$ cat config.mk
export PLATFORM = sky130hd
export DESIGN_NAME = spmc_pick
export DESIGN_NICKNAME = d
export VERILOG_FILES = /design/src/sv/spmc_pkg.sv /design/src/sv/spmc_pick.sv
export SDC_FILE = /design/constraint.sdc
export NUM_CORES = 1
export LEC_CHECK = 0
export BUFFER_PORTS_ARGS = -buffer_cell sky130_fd_sc_hd__clkbuf_2
export CAP_MARGIN = 5
export CORE_MARGIN = 4
export CORE_UTILIZATION = 38
export DETAILED_ROUTE_END_ITERATION = 6
export GPL_TIMING_DRIVEN = 0
export PLACE_DENSITY = 0.77
export SYNTH_ARGS = -nofsm -noshare
export SYNTH_HDL_FRONTEND = slang
export SYNTH_SLANG_ARGS = --single-unit
$ cat constraint.sdc
create_clock -name clock -period 2.7 [get_ports clock]
set_input_delay 0.405 -clock clock [delete_from_list [all_inputs] [get_ports clock]]
set_output_delay 0.405 -clock clock [all_outputs]
set_load 0.01 [all_outputs]
$ cat src/sv/spmc_pkg.sv
// spmc_pkg: shared types, codes and constants of the signal pending/mask controller
// depends on nothing; imported by every module of the block

package spmc_pkg;

   localparam int MASK_W            = 64;
   localparam int SIG_W             = 6;
   localparam int ADDR_W            = 64;
   localparam int NUM_SIGNALS_DEF   = 64;
   localparam int CONTEXT_BYTES_DEF = 88;
   localparam int FRAME_GAP         = 16;

   localparam logic [SIG_W-1:0]  SIG_KILL = SIG_W'(9);
   localparam logic [SIG_W-1:0]  SIG_STOP = SIG_W'(19);
   localparam logic [MASK_W-1:0] UNBLOCKABLE =
      (MASK_W'(1) << SIG_KILL) | (MASK_W'(1) << SIG_STOP);
   // CHLD CONT STOP TSTP TTIN TTOU URG WINCH IO
   localparam logic [MASK_W-1:0] DEFAULT_IGNORE_SET = MASK_W'(64'h0000_0000_30FE_0000);
   localparam logic [ADDR_W-1:0] FRAME_ALIGN = ~ADDR_W'(64'hF);
   localparam logic [7:0]        EXIT_BASE   = 8'd128;
   localparam logic [ADDR_W-1:0] HANDLER_DEFAULT = ADDR_W'(0);
   localparam logic [ADDR_W-1:0] HANDLER_IGNORE  = ADDR_W'(1);

   localparam int FLAG_NODEFER   = 0;
   localparam int FLAG_RESETHAND = 1;

   typedef enum logic [2:0] {
      ACT_SEND        = 3'd0,
      ACT_DELIVER     = 3'd1,
      ACT_BLOCK       = 3'd2,
      ACT_UNBLOCK     = 3'd3,
      ACT_SET_MASK    = 3'd4,
      ACT_WRITE_ENTRY = 3'd5,
      ACT_READ_ENTRY  = 3'd6,
      ACT_RESTORE     = 3'd7
   } act_type;

   typedef enum logic [1:0] {
      OUT_NOTHING   = 2'd0,
      OUT_IGNORED   = 2'd1,
      OUT_TERMINATE = 2'd2,
      OUT_HANDLER   = 2'd3
   } outcome_type;

   localparam logic STATUS_OK      = 1'b0;
   localparam logic STATUS_INVALID = 1'b1;

   typedef struct packed {
      logic [ADDR_W-1:0] handler;
      logic [ADDR_W-1:0] restorer;
      logic [MASK_W-1:0] hmask;
      logic [1:0]        flags;
   } entry_type;

   typedef struct packed {
      logic             en;
      logic [SIG_W-1:0] addr;
      entry_type        data;
   } mem_wr_type;

endpackage

$ cat src/sv/spmc_pick.sv
// spmc_pick: registered lowest-set-bit search over the pending and unblocked set
// depends on spmc_pkg; two-level search, byte group first then bit within it

module spmc_pick
   import spmc_pkg::*;
(
   input  logic              clock,
   input  logic              load,
   input  logic [MASK_W-1:0] ready,
   output logic              found,
   output logic [SIG_W-1:0]  sig
);

   localparam int GROUPS = MASK_W / 8;
   localparam int GRP_W  = $clog2(GROUPS);

   logic [GROUPS-1:0] grp_any;
   logic [GRP_W-1:0]  grp;
   logic [7:0]        grp_bits;
   logic [2:0]        bit_sel;
   logic              found_ff;
   logic              found_in;
   logic [SIG_W-1:0]  sig_ff;
   logic [SIG_W-1:0]  sig_in;

   always_comb begin
      for (int g = 0; g < GROUPS; g++) begin
         grp_any[g] = |ready[g*8 +: 8];
      end
      grp = '0;
      for (int g = GROUPS - 1; g >= 0; g--) begin
         if (grp_any[g]) begin
            grp = GRP_W'(g);
         end
      end
      grp_bits = ready[{grp, 3'b000} +: 8];
      bit_sel  = '0;
      for (int b = 7; b >= 0; b--) begin
         if (grp_bits[b]) begin
            bit_sel = 3'(b);
         end
      end
      found_in = |grp_any;
      sig_in   = SIG_W'({grp, bit_sel});
   end

   always_ff @(posedge clock) begin
      if (load) begin
         found_ff <= found_in;
         sig_ff   <= sig_in;
      end
   end

   assign found = found_ff;
   assign sig   = sig_ff;

endmodule

Word-level counts from Yosys, hierarchy flattened
Cells that the tools add are included. W data, S select, Z words.

Flip-flop bits (word level): 7. Output and inout bits: 7. Logic and storage cells: 32.

Shift operators: 1. Multiplexer cells: 15. Reductions and logical operators: 11.

Operators by type and width (number): $reduce_or A64 Y1 (1); $reduce_or A8 Y1 (8); $shiftx A64 B7 Y8 (1); $mux W3 (12); $mux W2 (2); $reduce_or A4 Y1 (1); $reduce_or A2 Y1 (1); $mux W1 (1).

Logic depth before layout (Yosys ltp)
Depth after elaboration: 17. Mapped depth: 12.

Worst setup path before layout
OpenSTA, ideal clock, no wires.

Kind: input to register. Start: in ready[53]. End: reg sig_ff[0], in the netlist sig[0] (data pin). Arrival time: 2.562 ns. Required time: 2.426 ns. Slack: -0.137 ns. Cell stages on the path: 8. Path buffers: 0. Cells stage by stage: or4_1 > a211oi_1 > o2111ai_2 > nand2_4 > mux4_1 > a211oi_1 > nand2b_1 > o211ai_1.

Cells in the longest elaborated chain, start to end: 16.

RTL lines: from (decl) (line spmc_pick.sv:9) `input logic [MASK_W-1:0] ready,`; $reduce_or A8 Y1 (line spmc_pick.sv:28) `grp_any[g] = |ready[g*8 +: 8];`; $mux W3 (7 in a row) (line spmc_pick.sv:32) `if (grp_any[g]) begin`; $shiftx A64 B7 Y8 * (line spmc_pick.sv:36) `grp_bits = ready[{grp, 3'b000} +: 8];`; $mux W3 (4 in a row) (line spmc_pick.sv:39) `if (grp_bits[b]) begin`; $mux W2 (2 in a row) (line spmc_pick.sv:39); $mux W1 (line spmc_pick.sv:39); to (signal assigned) (line spmc_pick.sv:50) `sig_ff <= sig_in;`; to (decl) (line spmc_pick.sv:23) `logic [SIG_W-1:0] sig_ff;`.

Every way passes the cells marked *; elsewhere a longest branch is shown, timed or not. A chain may end at the register's enable or synchronous reset.

Worst setup path after layout
Start: in ready[37]. End: reg sig_ff[0], in the netlist sig[0] (data pin).

Cells in the longest elaborated chain, start to end: 14.

RTL lines (line): $reduce_or A8 Y1 (spmc_pick.sv:28); $mux W3 (5 in a row) (spmc_pick.sv:32); $shiftx A64 B7 Y8 * (spmc_pick.sv:36); $mux W3 (4 in a row) (spmc_pick.sv:39); $mux W2 (2 in a row) (spmc_pick.sv:39); $mux W1 (spmc_pick.sv:39).

Marked as above.

==> impl_metrics.tcl <==
set metrics [dict create \
    die_w_um 61.9 \
    p_int_mw 0.264 \
    final.setup.worst_slack_ns -0.0353 \
    io_buffers 72 \
    antenna_cells 0 \
    drive_above_1_share 0.667 \
    switchingPower_mw 0.133 \
    yosysSeqAreaShare 0.191 \
    drtAntennaViolNets 0 \
    met1_usage 0.279 \
    clock.fmax_ghz 0.366 \
    finalSetupTns_ns -0.0693 \
    clockBufferDepth 2 \
    first_pass_iters 4 \
    synth_edf_count 7 \
    grt_max_degree 11 \
    synth_area_leaders "edfxtp_1 19%, a211oi_1 6.1%, nor4_2 5.7%" \
    grt_pass1_vias 1516 \
    crit_arrival_ns 2.72 \
    start_util 0.400 \
    grt_busiest_layer "met2" \
    clockPowerShare 0.233 \
    clk_pin_slew_ns 0.05 \
    synth_warnings 0 \
    area_growth_pct 79.5 \
    drv_slew 0 \
    rows 19 \
    status "complete, but fails checks" \
    maxCapViolations 0 \
    io_pins 73 \
    cts_buffers 3 \
    ys.flop_type "edfxtp_1" \
    place_ws_ns -0.619 \
    hold_start "load" \
    crit_required_ns 2.68 \
    grtUsageMet3 0.0434 \
    violations "negative setup slack" \
    setup_viol 3 \
    place_congestion 0.913 \
    worst_slew_pin_slew_ns 0.562 \
    cts_htree_levels 1 \
    hold_violations 0 \
    vdd_drop_max_uv 296 \
    syn_inst 121 \
    hold_class "in2reg" \
    drc_errors 0 \
    sw_frac_of_total 0.335 \
    track_usage 0.230 \
    cts_tree "built" \
    grt.met2_usage 0.414 \
    core_um2 2760 \
    syn_nets 187 \
    hpwl_um 3480 \
    stdcell_count 244 \
    num-fill-cells 199 \
    yosysTopAreaCell "edfxtp_1" \
    dp.cells 224 \
    grt_setup_unrepaired "true" \
    p_seq_frac 0.324 \
    pwr-share-comb 0.443 \
    design_area_um2 1980 \
    slew_headroom 0.620 \
    cp_max_fo 10 \
    syn_avg_cell_area_um2 9.11 \
    crit_start "ready[37]" \
    yosys.area.top_type_share 0.191 \
    synth_async_sr_flop_share 0 \
    grt_overflow_total 0 \
    wl_um 5110 \
    vias 1608 \
    seqCellArea_um2 210 \
    p_per_area_nw_per_um2 201 \
    postLayoutCoreUtil 0.717 \
    grt_pass1_wl_um 6480 \
    drt_first_iter_violations 104 \
    placed_cell_area_um2 1550 \
    drt-vias-per-instance 6.59 \
    startpoint_type "input pin" \
    clock_sinks 7 \
    fin_crit_sh 1.01 \
    yosysUniqueCellTypes 45 \
    antenna_found_initial 0 \
    ys_ff_latch 7 \
    route.detailed.wl_per_inst_um 20.9 \
    end_kind "register" \
    multi_input_area_um2 1130 \
    final_nets 280 \
    root_buffer "clkbuf_4" \
    crit_type "in2reg" \
    dieArea_um2 3830 \
    p_leak_nw 0.818 \
    die_y_um 61.9 \
    period_minus_slack_ns 2.74 \
    synth_area_um2 1100 \
]
==> placed cells by master, fill, tap and decap left out, types with 2 or more instances in the layout <==
cell        n
nand3_1     4
clkbuf_4    3
and4_1      3
edfxtp_1    7
nor4_4     11
a2111oi_2   3
inv_1       5
nor3_1      2
and3_1      3
a211oi_1    2
a31oi_1     3
a21oi_2     2
a2111oi_4   6
buf_6       2
o21a_1      2
buf_8       2
o2111ai_1   3
nor4_2      3
a21oi_1     8
nor4_1      2
a211oi_2    6
buf_4      17
a21o_1      6
nand4_1     2
or4_4       2
clkbuf_2   70
nand2_1     6
o21ai_0     4
==> metal layers <==
| layer | wire [um] | part of all wire | up-vias |
|---|---|---|---|
| met2 | 2570 | 0.50 | 123 |
| li1 | - | - | 727 |
| met1 | 1910 | 0.37 | 742 |
| met3 | 476 | 0.093 | 16 |
| met5 | 0 | 0 | - |
| met4 | 156 | 0.031 | 0 |
==> flip-flops by register name (all words and copies together), names as in the netlist <==
| name | flops |
|---|---|
| found | 1 |
| sig | 6 |
==> power by group through the flow <==
stage | clock, mW | sequential (mW) | combinational [mW]
CTS | 0.0969 | 0.129 | 0.140
finish | 0.0927 | 0.129 | 0.176
global placement | 0 | 0.131 | 0.127
floorplan | 0 | 0.135 | 0.0390
detailed placement | 0 | 0.131 | 0.131
global route | 0.107 | 0.129 | 0.186
==> cells by family after synthesis <==
family / Yosys count / synth area share
buffers and inverters: 11 / 0.0522
AND/OR/NAND/NOR: 46 / 0.317
multiplexers: 1 / 0.0238
flip-flops: 7 / 0.191
AO/OA/AOI/OAI: 56 / 0.417
==> repair_timing <==
item / CTS / global route
pin swaps: 9 / 19
gates cloned: 0 / 0
gates resized for setup: 11 / 40
setup endpoints to repair: 3 / 3
setup buffers: 7 / 10
hold buffers: 0 / 0
==> area by class of cell <==
| type | count | area share |
|---|---|---|
| clock buffers | 4 | 0.0133 |
| repair buffers | 89 | 0.255 |
| plain buffers | 4 | 0.0228 |
| well taps | 31 | 0.0196 |
| inverters | 6 | 0.0114 |
| flip-flops and latches | 7 | 0.106 |
| multi-input cells | 103 | 0.572 |
==> Yosys cell counts (2+ instances only) <==
cell type,instances
and4_1,4
inv_1,5
nand2_1,7
a21oi_1,10
o2111ai_1,3
a21o_1,6
o21a_1,2
nor4_2,5
a31oi_1,3
a2111oi_0,4
and3_1,3
nand3_1,4
nor3_1,2
a211oi_1,9
o21ai_0,5
nor4_4,2
nand4_1,2
edfxtp_1,7
or4_1,2
nor4_1,9
a2111oi_2,3
==> per-stage QoR <==
stage | power [mW] | hold WS, ns
3_5_place_dp | 0.261 | 0.740
6_report | 0.397 | 0.485
4_1_cts | 0.366 | 0.475
3_3_place_gp | 0.257 | 0.732
2_1_floorplan | 0.174 | 0.517
5_1_grt | 0.422 | 0.484
==> worst paths after layout <==
path / endpoint / slack [ns] / depth (start not counted)
max: sig[0] / -0.04 / 11
min: sig[3] / 0.49 / 1
==> critical path, stage by stage <==
cell and delay (ns):
clkbuf_2 0.13, nor4_4 0.40, nand4_2 0.17, o211ai_2 0.26, inv_2 0.09, buf_8 0.16
a2111oi_4 0.37, a211oi_2 0.08, a2111o_1 0.34, o2111ai_1 0.20, o211ai_1 0.11
(Power assumes the default switching activity.)
